`src/rtl/ucps_pkg.sv`:
```
package ucps_pkg;

    localparam int OFFSET_WIDTH_DEF = 16;
    localparam int CHAR_OFFSET_W    = 16;
    localparam int CHAR_LENGTH_W    = 3;
    localparam int BYTE_W           = 8;
    localparam int ENC_W            = 2;
    localparam int SKIP_W           = 3;
    localparam int UNIT_IDX_W       = 2;
    localparam int GATHER_W         = 24;
    localparam int APB_DATA_W       = 32;
    localparam int APB_ADDR_W       = 3;

    localparam logic [ENC_W-1:0] ENC_UTF8  = 2'd0;
    localparam logic [ENC_W-1:0] ENC_UTF16 = 2'd1;
    localparam logic [ENC_W-1:0] ENC_UTF32 = 2'd2;

    localparam logic REG_ENCODING   = 1'b0;
    localparam logic REG_BIG_ENDIAN = 1'b1;

    localparam logic [15:0] HIGH_SURR_FIRST = 16'hD800;
    localparam logic [15:0] HIGH_SURR_LAST  = 16'hDBFF;

    localparam logic [UNIT_IDX_W-1:0] UNIT_IDX_LAST32 = 2'd3;

    localparam logic [CHAR_LENGTH_W-1:0] LEN_UNIT16 = 3'd2;
    localparam logic [CHAR_LENGTH_W-1:0] LEN_UNIT32 = 3'd4;
    localparam logic [SKIP_W-1:0]        SKIP_SURR  = 3'd2;

    typedef struct packed {
        logic [ENC_W-1:0] encoding;
        logic             big_endian;
    } t_cfg;

    typedef struct packed {
        logic                     valid;
        logic [CHAR_OFFSET_W-1:0] char_offset;
        logic [CHAR_LENGTH_W-1:0] char_length;
    } t_result;

    function automatic logic [SKIP_W-1:0] utf8_trailing(input logic [BYTE_W-1:0] b);
        logic [SKIP_W-1:0] t;
        begin
            if (b < 8'hC0)      t = 3'd0;
            else if (b < 8'hE0) t = 3'd1;
            else if (b < 8'hF0) t = 3'd2;
            else if (b < 8'hF8) t = 3'd3;
            else if (b < 8'hFC) t = 3'd4;
            else                t = 3'd5;
            return t;
        end
    endfunction

endpackage

```
`src/rtl/ucps_if.sv`:
```
interface ucps_in_if;
    logic       valid;
    logic       ready;
    logic [7:0] byte_value;
    logic       string_start;

    modport source (output valid, output byte_value, output string_start, input ready);
    modport sink   (input valid, input byte_value, input string_start, output ready);
endinterface

interface ucps_out_if;
    logic        valid;
    logic        ready;
    logic [15:0] char_offset;
    logic [2:0]  char_length;

    modport source (output valid, output char_offset, output char_length, input ready);
    modport sink   (input valid, input char_offset, input char_length, output ready);
endinterface

```
`src/rtl/unicode_code_point_splitter.sv`:
```
// Channel   Dir  Word                          Handshake
// i_in      in   byte_value[7:0], string_start valid/ready
// o_out     out  char_offset[15:0], char_length[2:0] valid/ready
// apb       in   encoding @0x0, big_endian @0x4 psel/penable, pready tied high
//
// One byte per cycle unless o_out stalls; bytes pass input reg, step logic, result reg.
// Rate is set by the input register and result register pair around the step logic.
// i_rst_n is synchronous, active low; it clears both registers, all parse state and config.
// A stalled o_out holds the input register, and i_in stalls only when both are full.
module unicode_code_point_splitter #(
    parameter int OFFSET_WIDTH = ucps_pkg::OFFSET_WIDTH_DEF
) (
    input  logic                              i_clk,
    input  logic                              i_rst_n,
    ucps_in_if.sink                           i_in,
    ucps_out_if.source                        o_out,
    input  logic                              psel,
    input  logic                              penable,
    input  logic                              pwrite,
    input  logic [ucps_pkg::APB_ADDR_W-1:0]   paddr,
    input  logic [ucps_pkg::APB_DATA_W-1:0]   pwdata,
    output logic [ucps_pkg::APB_DATA_W-1:0]   prdata,
    output logic                              pready
);
    import ucps_pkg::*;

    t_cfg                     r_cfg;
    logic                     r_in_valid;
    logic [BYTE_W-1:0]        r_in_byte;
    logic                     r_in_start;
    logic                     r_out_valid;
    logic [CHAR_OFFSET_W-1:0] r_out_off;
    logic [CHAR_LENGTH_W-1:0] r_out_len;
    logic                     adv;
    logic                     reg_sel;
    t_result                  res;

    assign pready  = 1'b1;
    assign reg_sel = paddr[2];

    always_comb begin
        case (reg_sel)
            REG_ENCODING:   prdata = APB_DATA_W'(r_cfg.encoding);
            REG_BIG_ENDIAN: prdata = APB_DATA_W'(r_cfg.big_endian);
            default:        prdata = '0;
        endcase
    end

    always_ff @(posedge i_clk) begin
        if (!i_rst_n) begin
            r_cfg <= '0;
        end else if (psel && penable && pwrite && pready) begin
            case (reg_sel)
                REG_ENCODING:   r_cfg.encoding   <= pwdata[ENC_W-1:0];
                REG_BIG_ENDIAN: r_cfg.big_endian <= pwdata[0];
                default: begin
                end
            endcase
        end
    end

    assign adv        = r_in_valid && (!r_out_valid || o_out.ready);
    assign i_in.ready = !r_in_valid || adv;

    always_ff @(posedge i_clk) begin
        if (!i_rst_n) begin
            r_in_valid <= 1'b0;
        end else if (i_in.ready) begin
            r_in_valid <= i_in.valid;
        end
    end

    always_ff @(posedge i_clk) begin
        if (i_in.ready && i_in.valid) begin
            r_in_byte  <= i_in.byte_value;
            r_in_start <= i_in.string_start;
        end
    end

    ucps_step #(
        .OFFSET_WIDTH(OFFSET_WIDTH)
    ) u_step (
        .i_clk   (i_clk),
        .i_rst_n (i_rst_n),
        .i_fire  (adv),
        .i_byte  (r_in_byte),
        .i_start (r_in_start),
        .i_cfg   (r_cfg),
        .o_res   (res)
    );

    always_ff @(posedge i_clk) begin
        if (!i_rst_n) begin
            r_out_valid <= 1'b0;
        end else if (adv) begin
            r_out_valid <= res.valid;
        end else if (o_out.ready) begin
            r_out_valid <= 1'b0;
        end
    end

    always_ff @(posedge i_clk) begin
        if (adv && res.valid) begin
            r_out_off <= res.char_offset;
            r_out_len <= res.char_length;
        end
    end

    assign o_out.valid       = r_out_valid;
    assign o_out.char_offset = r_out_off;
    assign o_out.char_length = r_out_len;

endmodule

```
`src/rtl/ucps_step.sv`:
```
module ucps_step #(
    parameter int OFFSET_WIDTH = ucps_pkg::OFFSET_WIDTH_DEF
) (
    input  logic                         i_clk,
    input  logic                         i_rst_n,
    input  logic                         i_fire,
    input  logic [ucps_pkg::BYTE_W-1:0]  i_byte,
    input  logic                         i_start,
    input  ucps_pkg::t_cfg               i_cfg,
    output ucps_pkg::t_result            o_res
);
    import ucps_pkg::*;

    localparam logic [OFFSET_WIDTH-1:0] POS_MAX = {OFFSET_WIDTH{1'b1}};

    logic [OFFSET_WIDTH-1:0] r_pos, n_pos;
    logic [SKIP_W-1:0]       r_skip, n_skip;
    logic [UNIT_IDX_W-1:0]   r_idx, n_idx;
    logic [GATHER_W-1:0]     r_gather, n_gather;
    logic [OFFSET_WIDTH-1:0] r_ustart, n_ustart;
    logic                    r_stop, n_stop;

    logic [OFFSET_WIDTH-1:0] pos, ustart, ustart_eff, emit_off;
    logic [SKIP_W-1:0]       skip, trail;
    logic [UNIT_IDX_W-1:0]   idx;
    logic [GATHER_W-1:0]     gather, shifted;
    logic                    stop;
    logic [15:0]             unit;
    logic                    emit;
    logic [CHAR_LENGTH_W-1:0] emit_len;

    always_comb begin
        pos    = i_start ? '0 : r_pos;
        skip   = i_start ? '0 : r_skip;
        idx    = i_start ? '0 : r_idx;
        gather = i_start ? '0 : r_gather;
        ustart = i_start ? '0 : r_ustart;
        stop   = i_start ? 1'b0 : r_stop;

        n_pos    = pos;
        n_skip   = skip;
        n_idx    = idx;
        n_gather = gather;
        n_ustart = ustart;
        n_stop   = stop;

        trail      = utf8_trailing(i_byte);
        shifted    = {gather[GATHER_W-BYTE_W-1:0], i_byte};
        ustart_eff = (idx == '0) ? pos : ustart;
        unit       = i_cfg.big_endian ? {gather[BYTE_W-1:0], i_byte}
                                      : {i_byte, gather[BYTE_W-1:0]};
        emit       = 1'b0;
        emit_off   = pos;
        emit_len   = '0;

        if (!stop) begin
            if (pos != POS_MAX) n_pos = pos + OFFSET_WIDTH'(1);
            if (skip != '0) begin
                n_skip = skip - SKIP_W'(1);
            end else begin
                case (i_cfg.encoding)
                    ENC_UTF8: begin
                        n_idx = '0;
                        if (i_byte == '0) begin
                            n_stop = 1'b1;
                        end else begin
                            n_skip   = trail;
                            emit     = 1'b1;
                            emit_len = CHAR_LENGTH_W'(trail) + CHAR_LENGTH_W'(1);
                        end
                    end
                    ENC_UTF16, ENC_UTF32: begin
                        n_ustart = ustart_eff;
                        n_gather = shifted;
                        emit_off = ustart_eff;
                        if (i_cfg.encoding == ENC_UTF16 && idx != '0) begin
                            n_idx = '0;
                            if (unit == '0) begin
                                n_stop = 1'b1;
                            end else if (unit >= HIGH_SURR_FIRST && unit <= HIGH_SURR_LAST) begin
                                n_skip   = SKIP_SURR;
                                emit     = 1'b1;
                                emit_len = LEN_UNIT32;
                            end else begin
                                emit     = 1'b1;
                                emit_len = LEN_UNIT16;
                            end
                        end else if (i_cfg.encoding == ENC_UTF32 && idx == UNIT_IDX_LAST32) begin
                            n_idx = '0;
                            if (gather == '0 && i_byte == '0) begin
                                n_stop = 1'b1;
                            end else begin
                                emit     = 1'b1;
                                emit_len = LEN_UNIT32;
                            end
                        end else begin
                            n_idx = idx + UNIT_IDX_W'(1);
                        end
                    end
                    default: begin
                    end
                endcase
            end
        end

        o_res.valid       = emit;
        o_res.char_offset = CHAR_OFFSET_W'(emit_off);
        o_res.char_length = emit_len;
    end

    always_ff @(posedge i_clk) begin
        if (!i_rst_n) begin
            r_pos    <= '0;
            r_skip   <= '0;
            r_idx    <= '0;
            r_gather <= '0;
            r_ustart <= '0;
            r_stop   <= 1'b0;
        end else if (i_fire) begin
            r_pos    <= n_pos;
            r_skip   <= n_skip;
            r_idx    <= n_idx;
            r_gather <= n_gather;
            r_ustart <= n_ustart;
            r_stop   <= n_stop;
        end
    end

    a_len_range: assert property (@(posedge i_clk) disable iff (!i_rst_n)
        o_res.valid |-> (o_res.char_length != 3'd0 && o_res.char_length != 3'd7))
        else $error("code point length out of range");

    a_stop_silent: assert property (@(posedge i_clk) disable iff (!i_rst_n)
        (r_stop && !i_start) |-> !o_res.valid)
        else $error("result after end of string");

    a_skip_silent: assert property (@(posedge i_clk) disable iff (!i_rst_n)
        (r_skip != '0 && !i_start) |-> !o_res.valid)
        else $error("result while skipping trailing bytes");

    a_pos_sat: assert property (@(posedge i_clk) disable iff (!i_rst_n)
        (i_fire && !i_start && r_pos == POS_MAX) |=> r_pos == POS_MAX)
        else $error("byte position wrapped");

endmodule
```
`src/flat_wrapper.sv`:
```
// flat-port wrapper written by rule: the top's interface ports become plain ports
module unicode_code_point_splitter_flat import ucps_pkg::*;
#(
    parameter int OFFSET_WIDTH = ucps_pkg::OFFSET_WIDTH_DEF
)
  (i_clk, i_rst_n, psel, penable, pwrite, paddr, pwdata, prdata, pready, i_in_valid, i_in_byte_value, i_in_string_start, i_in_ready, o_out_valid, o_out_char_offset, o_out_char_length, o_out_ready);
  ucps_in_if i_in_i ();
  ucps_out_if o_out_i ();
  input  logic i_clk;
  input  logic i_rst_n;
  input  logic psel;
  input  logic penable;
  input  logic pwrite;
  input  logic [ucps_pkg::APB_ADDR_W-1:0] paddr;
  input  logic [ucps_pkg::APB_DATA_W-1:0] pwdata;
  output logic [ucps_pkg::APB_DATA_W-1:0] prdata;
  output logic pready;
  input wire logic [$bits(i_in_i.valid)-1:0] i_in_valid;
  input wire logic [$bits(i_in_i.byte_value)-1:0] i_in_byte_value;
  input wire logic [$bits(i_in_i.string_start)-1:0] i_in_string_start;
  output wire logic [$bits(i_in_i.ready)-1:0] i_in_ready;
  output wire logic [$bits(o_out_i.valid)-1:0] o_out_valid;
  output wire logic [$bits(o_out_i.char_offset)-1:0] o_out_char_offset;
  output wire logic [$bits(o_out_i.char_length)-1:0] o_out_char_length;
  input wire logic [$bits(o_out_i.ready)-1:0] o_out_ready;
  assign i_in_i.valid = i_in_valid;
  assign i_in_i.byte_value = i_in_byte_value;
  assign i_in_i.string_start = i_in_string_start;
  assign i_in_ready = i_in_i.ready;
  assign o_out_valid = o_out_i.valid;
  assign o_out_char_offset = o_out_i.char_offset;
  assign o_out_char_length = o_out_i.char_length;
  assign o_out_i.ready = o_out_ready;
  unicode_code_point_splitter #(.OFFSET_WIDTH(OFFSET_WIDTH)) u_core (.i_clk(i_clk), .i_rst_n(i_rst_n), .i_in(i_in_i), .o_out(o_out_i), .psel(psel), .penable(penable), .pwrite(pwrite), .paddr(paddr), .pwdata(pwdata), .prdata(prdata), .pready(pready));
endmodule
```
`config.mk`:
```
export PLATFORM = sky130hd
export DESIGN_NAME = unicode_code_point_splitter_flat
export DESIGN_NICKNAME = d
export VERILOG_FILES = /design/src/rtl/ucps_pkg.sv /design/src/rtl/ucps_if.sv /design/src/rtl/unicode_code_point_splitter.sv /design/src/rtl/ucps_step.sv /design/src/flat_wrapper.sv
export SDC_FILE = /design/constraint.sdc
export NUM_CORES = 1
export LEC_CHECK = 0
export BUFFER_PORTS_ARGS = -buffer_cell sky130_fd_sc_hd__buf_2
export CORE_AREA = 2 2 119 121
export CTS_BUF_LIST = sky130_fd_sc_hd__clkbuf_2 sky130_fd_sc_hd__clkbuf_4 sky130_fd_sc_hd__clkbuf_8
export CTS_CLUSTER_SIZE = 14
export DETAILED_ROUTE_END_ITERATION = 10
export DIE_AREA = 0 0 121 123
export SLEW_MARGIN = 25
export SYNTH_ARGS = -nofsm -noshare
export SYNTH_HDL_FRONTEND = slang
export SYNTH_SLANG_ARGS = --single-unit
```
`constraint.sdc`:
```
create_clock -name i_clk -period 9.28 [get_ports i_clk]
set_input_delay 0.928 -clock i_clk [delete_from_list [all_inputs] [get_ports i_clk]]
set_output_delay 0.928 -clock i_clk [all_outputs]
set_load 0.02 [all_outputs]
```
==> results of run 1 <==
-- cell usage after synthesis (3+ instances only) --
library cell,instances
nor3_1,3
a21oi_1,39
edfxtp_1,28
buf_4,31
o21ai_0,6
dfxtp_1,67
inv_1,10
o21bai_1,4
ha_1,10
nor2_1,16
nand4_1,13
buf_2,3
clkbuf_1,18
a31o_2,5
and4b_1,3
a22o_1,37
nand4b_1,3
nand2_1,66
a32o_1,3
nor4_1,9
nor2b_1,11
nand2b_1,8
nand3_1,16
and3_1,8
mux2i_1,8
-- routing by layer --
| layer | GRT usage | routed length (um) |
|---|---|---|
| met2 | 0.221 | 4740 |
| met3 | 0.0185 | 449 |
| met1 | 0.187 | 4800 |
| met4 | 0.0763 | 150 |
| met5 | 0 | 0 |
-- per-stage QoR --
step | area, um^2 | total power, mW
2_1_floorplan | 4760 | 0.506
3_3_place_gp | 4880 | 0.515
3_5_place_dp | 4880 | 0.516
4_1_cts | 5080 | 0.795
5_1_grt | 5080 | 0.819
6_report | 5080 | 0.787
-- registers in the layout, summed over array words and instances, names as in the netlist, 2 cells and up --
name,flops
u_core.u_step.r_gather,24
u_core.o_out.char_offset,16
u_core.u_step.r_pos,16
u_core.u_step.r_ustart,16
u_core.r_in_byte,8
u_core.o_out.char_length,3
u_core.r_cfg,3
u_core.u_step.r_skip,3
u_core.u_step.r_idx,2
-- worst paths after layout --
path / startpoint / endpoint / slack (ns) / cells after the start
worst max-delay path: u_core.r_in_start / u_core.o_out.char_offset[10] / 6.28 / 8
worst max register to register: u_core.r_in_start / u_core.o_out.char_offset[10] / 6.28 / 8
worst min register to register: u_core.u_step.r_ustart[12] / u_core.u_step.r_ustart[12] / 0.48 / 1
worst min-delay path: u_core.u_step.r_ustart[12] / u_core.u_step.r_ustart[12] / 0.48 / 1
-- critical path, delay by kind of cell (launching register included) --
kind / cells / cell delay, ns
buf+inv: 2 / 0.48
flops: 1 / 0.33
compound gates: 1 / 0.39
fa+ha+maj: 1 / 0.32
simple gates: 4 / 1.08
-- layout make-up --
type | count | area (um^2)
timing repair buffer | 45 | 235
clock inverter | 5 | 57.6
tap | 180 | 225
multi-input combinational | 347 | 2200
sequential | 95 | 2180
fill | 1395 | 8530
clock buffer | 11 | 139
inverter | 11 | 41.3
-- cells by family after synthesis --
family,after synthesis
adder cells (fa/ha/maj),10
other,2
XOR/XNOR,3
AO/OA/AOI/OAI,127
AND/OR/NAND/NOR,168
multiplexers,8
flip-flops,95
buffers and inverters,68
-- power breakdown --
part / total (mW) / internal, mW / switching, mW
clock: 0.281 / 0.132 / 0.150
combinational: 0.0656 / 0.0175 / 0.0481
sequential: 0.440 / 0.435 / 0.00564
==> impl_table.tex, run 1 <==
\begin{tabular}{lr}
\hline
Metric & Value \\
\hline
\multicolumn{2}{l}{\textbf{Worst setup path}} \\
Type of element capturing the critical path & register \\
Arrival time of data at the critical path endpoint & 3.00 ns \\
Chain of cells forming the critical path & buf\_4, nor2b\_1, inv\_1, ha\_1, nand2b\_1, nand4\_1, o311a\_1, nor2b\_4 \\
Required time of the critical path & 9.29 ns \\
Worst-path maximum fanout & 48 \\
CP Launch Type & register \\
Worst-path cell with the longest stage delay & nor2b\_4 \\
Worst path max stage delay & 0.52 ns \\
Start-to-end type of the worst setup path & register to register \\
\multicolumn{2}{l}{\textbf{Timing}} \\
Ratio of final minimum period to clock period & 0.323 \\
Smallest setup slack after layout & 6.28 ns \\
Max-slew headroom & 0.372 \\
Highest clock frequency the design can meet & 0.334 GHz \\
Final Hold Violating Endpoints & 0 \\
Clk\_skew & roughly 0.018 ns \\
Worst Max-Slew Pin Slew & 0.937 ns \\
Clock period minus worst slack & 3.00 ns \\
Final setup violation count & 0 \\
Max-slew violation total from the final report & 0 \\
Unrepaired setup endpoints after global routing & no \\
Post-route worst hold slack & 0.479 ns \\
Setup Total Neg Slack & 0 ns \\
\multicolumn{2}{l}{\textbf{Finish}} \\
Leading cell type in the layout, fill and taps excluded & dfxtp\_1 \\
Net count reported at finish & 570 \\
Highest-count cells in the layout ignoring fill and taps & dfxtp\_1 (67), nand2\_1 (66), buf\_2 (41) \\
Syn-to-layout area delta & 9.23\% \\
Layout Cells excl Fill & 694 \\
Diode insertion count for antenna repair & 0 \\
Final core utilization & 0.373 \\
Fraction of final layout cells sized beyond drive strength 1 & 0.150 \\
\multicolumn{2}{l}{\textbf{Floorplan}} \\
Die ar. & 0.0149 mm\^{}2 \\
Cell row count & 43 \\
Die extent in y & 123 um \\
Top-level I/O count & 105 \\
Effective utilization at floorplan & 0.342 \\
Core box area & 0.0136 mm\^{}2 \\
Width of the die & 121 um \\
\multicolumn{2}{l}{\textbf{Run}} \\
Number of maximum-capacitance violations & 0 \\
\multicolumn{2}{l}{\textbf{Synth}} \\
Ys Warns & 0 \\
Post-Syn Instances & 481 \\
Number of distinct library cells after synthesis & 69 \\
Main synth FF type & dfxtp\_1 \\
Simple-gate portion of the synthesized area & 0.187 \\
Post-synthesis async set-or-reset flop share & 0 \\
Synth area leader & dfxtp\_1 \\
Dominant combinational cell family by area after synthesis & compound AO/OA/AOI/OAI gates \\
Dominant cells by area after synthesis & dfxtp\_1 (29\%), edfxtp\_1 (18\%), a22o\_1 (7.0\%) \\
Synth Cell Area & 0.00465 mm\^{}2 \\
Post-synth EDFFs & 28 \\
Parity-gate share of the synthesized area counting xor and xnor cells & 0.00565 \\
Multiplexer area fraction after synthesis & 0.0172 \\
Synthesized-area fraction occupied by ao, oa, aoi and oai cells & 0.208 \\
Share of the yosys chip area belonging to registers & 0.469 \\
Flop and latch count out of synthesis & 95 \\
Synthesized-area fraction occupied by adder cells & 0.0269 \\
Post-synthesis area per instance & 9.67 um\^{}2 \\
Fraction of synthesized cell area taken by the top area cell type & 0.288 \\
\multicolumn{2}{l}{\textbf{Placement}} \\
Post-detailed-placement half-perimeter wirelength & a little over 7 mm \\
Port Buffers & 41 \\
Worst slack at placement & $\sim$6.0 ns \\
Placed cells & 678 \\
Final GP Congestion & 0.867 \\
\multicolumn{2}{l}{\textbf{Clocking}} \\
Clock transition at path regs & 0.09 ns \\
Root buffer cell & clkbuf\_8 \\
Inserted Clock Buffers & 9 \\
CTS sink cnt & 95 \\
Clock buffer depth & 2 \\
Maximum level of the CTS H-tree & 3 \\
Clock latency on the worst-skew pair & 0.38 ns \\
Hold-fix buffers, CTS & 0 \\
Post-CTS resize count & 0 \\
Post-CTS setup buffer count & 0 \\
CTS tree & built \\
\multicolumn{2}{l}{\textbf{Routing}} \\
Number of detailed-route iterations in the first pass & 5 \\
DR iter-0 viols & 236 \\
Vias per Instance & 5.19 \\
Routed wire length per instance & 14.6 um \\
\# DRC & 0 \\
Total routed wirelength & 10.1 mm \\
Number of nets still failing antenna checks after routing & 0 \\
Via Count & $\sim$3.6k \\
\multicolumn{2}{l}{\textbf{Global route}} \\
GR Util All Layers & 0.140 \\
Maximum number of pins on one net before global-route repair & 49 \\
GRT overflow & 0 \\
Initial antenna violation count & 0 \\
Number of global-route vias before repair & 3,338 \\
Wire length of the first global-routing pass & 16.6 mm \\
\multicolumn{2}{l}{\textbf{Min path}} \\
Type of the worst min-delay path & register to register \\
\multicolumn{2}{l}{\textbf{Pwr}} \\
Worst supply voltage drop on vdd & $\sim$0.058 mV \\
Areal power density over the cells & 155 mW/mm\^{}2 \\
Static leakage & 1.94 nW \\
\multicolumn{2}{l}{\textbf{Run status}} \\
Status & finished, final reports clean \\
\hline
\end{tabular}
Power figures use the tool's default switching activity.
==> inputs of run 2 (changes only) <==
==> constraint.sdc (replaced) <==
create_clock -name i_clk -period 3.1 [get_ports i_clk]
set_input_delay 0.31 -clock i_clk [delete_from_list [all_inputs] [get_ports i_clk]]
set_output_delay 0.31 -clock i_clk [all_outputs]
set_load 0.02 [all_outputs]
==> run 2 against run 1 <==
  * Worst setup slack worse by 5.9 ns
  * Sequential share of layout area fell by 0.60 points
  * Final area grew 1.4%
  * Clock power grew to 2.9 times the previous value
  * First-iteration DRC count fell by 22%
  * Final cell count is 1.4% higher
  * Combinational power grew to 3.1 times the previous value
  * Register-to-register slack lost 5.9 ns
  * Fmax up 12%
  * Global-route usage down 0.13 points
  * Flip-flop and latch count is the same
  * Routed wire length up 1.7%
  * Critical endpoint is now u_core.u_step.r_gather[15]
  * Highest routed layer unchanged
==> impl_table.tex, run 2 (same netlist as run 1, synthesis figures left out) <==
\begin{tabular}{lr}
\hline
Metric & Value \\
\hline
\multicolumn{2}{l}{\textbf{Timing}} \\
Highest clock frequency the design can meet & between 0.3 and 0.4 GHz \\
Ratio of final minimum period to clock period & 0.865 \\
Unrepaired setup endpoints after global routing & no \\
Clock period minus worst slack & 2.68 ns \\
Smallest setup slack after layout & 0.417 ns \\
Clk\_skew & roughly 0.012 ns \\
Max-slew violation total from the final report & 0 \\
Max-slew headroom & 0.332 \\
Setup Total Neg Slack & 0 ns \\
Final Hold Violating Endpoints & 0 \\
Final setup violation count & 0 \\
Worst Max-Slew Pin Slew & 1.00 ns \\
\multicolumn{2}{l}{\textbf{Clocking}} \\
Inserted Clock Buffers & 9 \\
Clock buffer depth & 2 \\
Hold-fix buffers, CTS & 0 \\
Maximum level of the CTS H-tree & 3 \\
CTS tree & built \\
Post-CTS setup buffer count & 0 \\
CTS sink cnt & 95 \\
Root buffer cell & clkbuf\_8 \\
Clock transition at path regs & about 0.090 ns \\
Clock latency on the worst-skew pair & 0.36 ns \\
Post-CTS resize count & 0 \\
\multicolumn{2}{l}{\textbf{Placement}} \\
Instance area at placement & 0.00496 mm\^{}2 \\
Port Buffers & 41 \\
Worst slack at placement & 0.449 ns \\
Post-detailed-placement half-perimeter wirelength & approximately 7.4 mm \\
Placed cells & roughly 690 \\
Final GP Congestion & roughly 0.84 \\
\multicolumn{2}{l}{\textbf{Routing}} \\
Number of nets still failing antenna checks after routing & 0 \\
Number of detailed-route iterations in the first pass & 4 \\
Total routed wirelength & between 10 and 15 mm \\
DR iter-0 viols & 183 \\
Vias per Instance & 5.27 \\
Routed wire length per instance & 14.6 um \\
Via Count & between 3k and 4k \\
\# DRC & 0 \\
\multicolumn{2}{l}{\textbf{Worst setup path}} \\
Chain of cells forming the critical path & nor2b\_1, inv\_1, ha\_1, and3\_1, and3\_1, nor2b\_1, a22o\_1 \\
R2R cell count & 7 \\
CP Launch Type & register \\
Required time of the critical path & approximately 3.4 ns \\
Worst-path maximum fanout & 16 \\
Arrival time of data at the critical path endpoint & 2.98 ns \\
Start-to-end type of the worst setup path & register to register \\
Worst path max stage delay & 0.80 ns \\
Worst-path cell with the longest stage delay & nor2b\_1 \\
Type of element capturing the critical path & register \\
\multicolumn{2}{l}{\textbf{Floorplan}} \\
Die extent in y & 123 um \\
Core box area & approximately 0.014 mm\^{}2 \\
Top-level I/O count & roughly 110 \\
Die ar. & approximately 0.015 mm\^{}2 \\
Effective utilization at floorplan & 0.342 \\
Cell row count & 43 \\
Width of the die & 121 um \\
\multicolumn{2}{l}{\textbf{Global route}} \\
Maximum number of pins on one net before global-route repair & 25 \\
GR Util All Layers & 0.139 \\
Wire length of the first global-routing pass & 16.5 mm \\
GRT overflow & 0 \\
Initial antenna violation count & 0 \\
Number of global-route vias before repair & 3,389 \\
\multicolumn{2}{l}{\textbf{Run}} \\
Number of maximum-capacitance violations & 0 \\
\multicolumn{2}{l}{\textbf{Finish}} \\
Fraction of final layout cells sized beyond drive strength 1 & 0.158 \\
Leading cell type in the layout, fill and taps excluded & dfxtp\_1 \\
Final instance area & 0.00515 mm\^{}2 \\
Layout Cells excl Fill & just over 700 \\
Final core utilization & 0.379 \\
Top reg by flops & u\_core.u\_step.r\_gather \\
Highest-count cells in the layout ignoring fill and taps & dfxtp\_1 (67), nand2\_1 (66), buf\_2 (41) \\
Syn-to-layout area delta & 10.8\% \\
Number of flip-flops in the largest register & 24 \\
Net count reported at finish & 580 \\
Diode insertion count for antenna repair & 0 \\
\multicolumn{2}{l}{\textbf{Run status}} \\
Status & finished, final reports clean \\
\multicolumn{2}{l}{\textbf{Min path}} \\
Worst hold stages & 1 \\
Type of the worst min-delay path & primary input to register \\
\multicolumn{2}{l}{\textbf{Pwr}} \\
Static leakage & 1.99 nW \\
Worst supply voltage drop on vdd & 0.163 mV \\
Areal power density over the cells & between 400 and 500 mW/mm\^{}2 \\
\hline
\end{tabular}
==> run 2: cell types whose count changed in the layout (fill, tap and decap cells not counted), sizes merged <==
cell,previous run,this run
buf,45,55
clkinv,2,4
inv,12,10
==> run 2: cell type report <==
class	instances	area, um^2
Clock buffer	11	139
Clock inverter	5	50.0
Tap cell	180	225
Fill cell	1330	8460
Inverter	11	41.3
Timing Repair Buffer	55	323
Multi-Input combinational cell	347	2190
Sequential cell	95	2180
==> run 2: metrics by stage <==
stage          power, mW  hold slack (ns)
2_1_floorplan       1.52            0.409
3_3_place_gp        1.55            0.451
3_5_place_dp        1.55            0.456
4_1_cts             2.34            0.103
5_1_grt             2.41            0.104
6_report            2.32            0.119
==> run 2: critical path, delay by kind of cell (launching register included) <==
family	cells	cell delay [ns]
AND/OR/NAND/NOR	4	1.45
buffers and inverters	1	0.12
flip-flops	1	0.53
adder cells (fa/ha/maj)	1	0.28
AO/OA/AOI/OAI	1	0.24
==> run 2: layer usage <==
| layer | global-route usage | vias to the layer above | part of all wire |
|---|---|---|---|
| met1 | 0.175 | 1804 | 0.46 |
| met2 | 0.235 | 104 | 0.47 |
| met3 | 0.0226 | 10 | 0.045 |
| li1 | - | 1794 | - |
| met5 | 0 | - | 0 |
| met4 | 0.0632 | 0 | 0.022 |
==> run 2: report_power, final <==
part,leakage [nW],switching [mW],internal [mW]
combinational,1.07,0.144,0.0595
clock,0.0952,0.416,0.385
sequential,0.821,0.0191,1.30
total,1.99,0.579,1.75
==> run 2: final timing paths <==
path                            slack, ns                    endpoint                       from
worst max register to register       0.42  u_core.u_step.r_gather[15]          u_core.r_in_start
worst max-delay path                 0.42  u_core.u_step.r_gather[15]          u_core.r_in_start
worst min register to register       0.48   u_core.u_step.r_ustart[1]  u_core.u_step.r_ustart[1]
worst min-delay path                 0.12         u_core.r_in_byte[0]         i_in_byte_value[0]
==> inputs of run 3 (changes only) <==
==> constraint.sdc (replaced) <==
create_clock -name i_clk -period 3.1 [get_ports i_clk]
set_input_delay 0.465 -clock i_clk [delete_from_list [all_inputs] [get_ports i_clk]]
set_output_delay 0.465 -clock i_clk [all_outputs]
set_load 0.02 [all_outputs]
==> run 3 against run 2 <==
  * Clock skew down 0.0026 ns
  * Routed wire length down 1.5%
  * Register-to-register slack worse by 0.02 ns
  * Core utilization about the same
  * Critical path depth up 1
  * Die area unchanged
  * Global-route usage up 0.15 points
  * Worst hold slack better by 0.15 ns
  * First-iteration DRC count up 9.3%
  * Non-clock buffer count unchanged
  * Power down 1.6%
==> impl_table.tex, run 3 (same netlist as run 1, synthesis figures left out) <==
\begin{tabular}{lr}
\hline
Metric & Value \\
\hline
\multicolumn{2}{l}{\textbf{Timing}} \\
Worst Max-Slew Pin Slew & a little over 0.6 ns \\
Ratio of final minimum period to clock period & 0.870 \\
Setup Total Neg Slack & 0 ns \\
Final setup violation count & 0 \\
Unrepaired setup endpoints after global routing & no \\
Highest clock frequency the design can meet & 0.371 GHz \\
Smallest setup slack after layout & 0.402 ns \\
Post-route worst hold slack & around 0.27 ns \\
Final Hold Violating Endpoints & 0 \\
Clock period minus worst slack & 2.70 ns \\
Max-slew headroom & 0.589 \\
Clk\_skew & 0.00907 ns \\
Max-slew violation total from the final report & 0 \\
\multicolumn{2}{l}{\textbf{Clocking}} \\
Post-CTS resize count & 0 \\
CTS sink cnt & 95 \\
Post-CTS setup buffer count & 0 \\
Clock transition at path regs & $\sim$0.090 ns \\
Hold-fix buffers, CTS & 0 \\
Maximum level of the CTS H-tree & 3 \\
Clock buffer depth & 2 \\
CTS tree & built \\
Inserted Clock Buffers & 9 \\
Root buffer cell & clkbuf\_8 \\
Clock latency on the worst-skew pair & 0.36 ns \\
\multicolumn{2}{l}{\textbf{Worst setup path}} \\
Setup slack of the most critical reg-to-reg path & 0.40 ns \\
Chain of cells forming the critical path & buf\_4, nor2b\_1, ha\_1, and4b\_1, and3\_1, nand4\_1, a31o\_2, a21oi\_1 \\
R2R cell count & 8 \\
Reg2reg start & u\_core.r\_in\_start \\
Worst-path maximum fanout & 10 \\
CP Launch Type & register \\
Start-to-end type of the worst setup path & register to register \\
Required time of the critical path & between 3 and 4 ns \\
Arrival time of data at the critical path endpoint & 2.99 ns \\
WP buf/inv & 1 \\
FF-to-FF End & u\_core.u\_step.r\_pos[2] \\
Number of stages on the worst setup path & 8 \\
Worst path max stage delay & 0.55 ns \\
Family with the most delay on the worst path & simple AND/OR/NAND/NOR gates \\
Type of element capturing the critical path & register \\
Worst-path cell with the longest stage delay & edfxtp\_1 \\
\multicolumn{2}{l}{\textbf{Pwr}} \\
Proportion of power drawn by flip-flops and latches & 0.577 \\
Relative contribution of the clock network to total power & 0.334 \\
Worst supply voltage drop on vdd & 0.170 mV \\
Static leakage & 1.99 nW \\
Total Power & $\sim$2.3 mW \\
Areal power density over the cells & 444 mW/mm\^{}2 \\
Fraction of power spent switching nets & 0.258 \\
Internal power component & 1.70 mW \\
Power dissipated by switching net loads & about 590 uW \\
Part of the power in combinational logic & 0.089 \\
\multicolumn{2}{l}{\textbf{Routing}} \\
Vias per Instance & 5.17 \\
Number of detailed-route iterations in the first pass & 4 \\
Routed wire length per instance & 14.4 um \\
Number of nets still failing antenna checks after routing & 0 \\
Total routed wirelength & 10.2 mm \\
DR iter-0 viols & 200 \\
Via Count & 3,642 \\
\# DRC & 0 \\
\multicolumn{2}{l}{\textbf{Floorplan}} \\
Cell row count & 43 \\
Core box area & 0.0136 mm\^{}2 \\
Die ar. & between 0.01 and 0.015 mm\^{}2 \\
Effective utilization at floorplan & 0.342 \\
Top-level I/O count & 105 \\
Width of the die & 121 um \\
Die extent in y & 123 um \\
\multicolumn{2}{l}{\textbf{Global route}} \\
Initial antenna violation count & 0 \\
Maximum number of pins on one net before global-route repair & 33 \\
Number of global-route vias before repair & 3,406 \\
GR Util All Layers & 0.141 \\
Global Route met3 Usage & 0.0198 \\
Wire length of the first global-routing pass & $\sim$17 mm \\
Met1 Resource Use GR & 0.184 \\
Met2 routing resource usage after global routing & 0.230 \\
Global-route layer with the greatest usage & met2 \\
GRT overflow & 0 \\
\multicolumn{2}{l}{\textbf{Finish}} \\
Syn-to-layout area delta & 10.7\% \\
Layout Cells excl Fill & a little over 700 \\
Fraction of final layout cells sized beyond drive strength 1 & 0.164 \\
Highest-count cells in the layout ignoring fill and taps & dfxtp\_1 (67), nand2\_1 (66), buf\_2 (41) \\
Final instance area & 0.00515 mm\^{}2 \\
Leading cell type in the layout, fill and taps excluded & dfxtp\_1 \\
Number of flip-flops in the largest register & 24 \\
Diode insertion count for antenna repair & 0 \\
Net count reported at finish & 580 \\
Top reg by flops & u\_core.u\_step.r\_gather \\
Final core utilization & 0.378 \\
\multicolumn{2}{l}{\textbf{Min path}} \\
Worst hold stages & 1 \\
Type of the worst min-delay path & primary input to register \\
Origin of the worst min-delay path & i\_in\_byte\_value[2] \\
Worst Hold Endpoint & u\_core.r\_in\_byte[2] \\
\multicolumn{2}{l}{\textbf{Placement}} \\
Port Buffers & 41 \\
Post-detailed-placement half-perimeter wirelength & $\sim$7.2 mm \\
Placed cells & 688 \\
Worst slack at placement & $\sim$0.4 ns \\
Final GP Congestion & $\sim$0.84 \\
Instance area at placement & 0.00496 mm\^{}2 \\
\multicolumn{2}{l}{\textbf{Run status}} \\
Status & finished, final reports clean \\
\multicolumn{2}{l}{\textbf{Run}} \\
Number of maximum-capacitance violations & 0 \\
\hline
\end{tabular}
run 3: cell count changes in the layout (fill, tap and decap cells not counted):
| cell | before | now |
|---|---|---|
| clkinv_1 | 3 | 1 |
| bufinv_16 | 1 | 0 |
| clkbuf_8 | 9 | 10 |
| clkinv_4 | 0 | 1 |
| clkinvlp_4 | 1 | 0 |
| inv_4 | 0 | 1 |
| inv_6 | 0 | 1 |
| nor2b_1 | 10 | 9 |
| nor2b_2 | 0 | 1 |
run 3: worst max path at each step:
| stage | start | to | slack, ns |
|---|---|---|---|
| 2_1_floorplan | u_core.r_in_start | u_core.o_out.char_length[0] | 0.17 |
| 3_3_place_gp | u_core.r_in_start | u_core.u_step.r_gather[13] | 0.50 |
| 6_report | u_core.r_in_start | u_core.u_step.r_pos[2] | 0.40 |
| 5_1_grt | u_core.r_in_start | u_core.u_step.r_pos[4] | 0.27 |
| 3_5_place_dp | u_core.r_in_start | u_core.u_step.r_gather[21] | 0.40 |
| 4_1_cts | u_core.r_in_start | u_core.u_step.r_gather[13] | 0.38 |
run 3: power groups by stage:
stage	combinational (mW)	clock (mW)	sequential, mW
6_report	0.203	0.764	1.32
5_1_grt	0.223	0.838	1.32
4_1_cts	0.203	0.792	1.32
3_5_place_dp	0.203	0	1.35
3_3_place_gp	0.199	0	1.35
2_1_floorplan	0.161	0	1.36
run 3: routing by layer:
layer / share of wire / wire length [um]
met4: 0.019 / 194
met5: 0 / 0
met2: 0.46 / 4710
met3: 0.043 / 433
met1: 0.47 / 4820
run 3: layout make-up:
type                            instances  area [um^2]
Timing Repair Buffer                   55          323
Fill cell                            1368         8460
Sequential cell                        95         2180
Inverter                               11         41.3
Clock buffer                           12          153
Multi-Input combinational cell        347         2200
Tap cell                              180          225
Clock inverter                          4         28.8
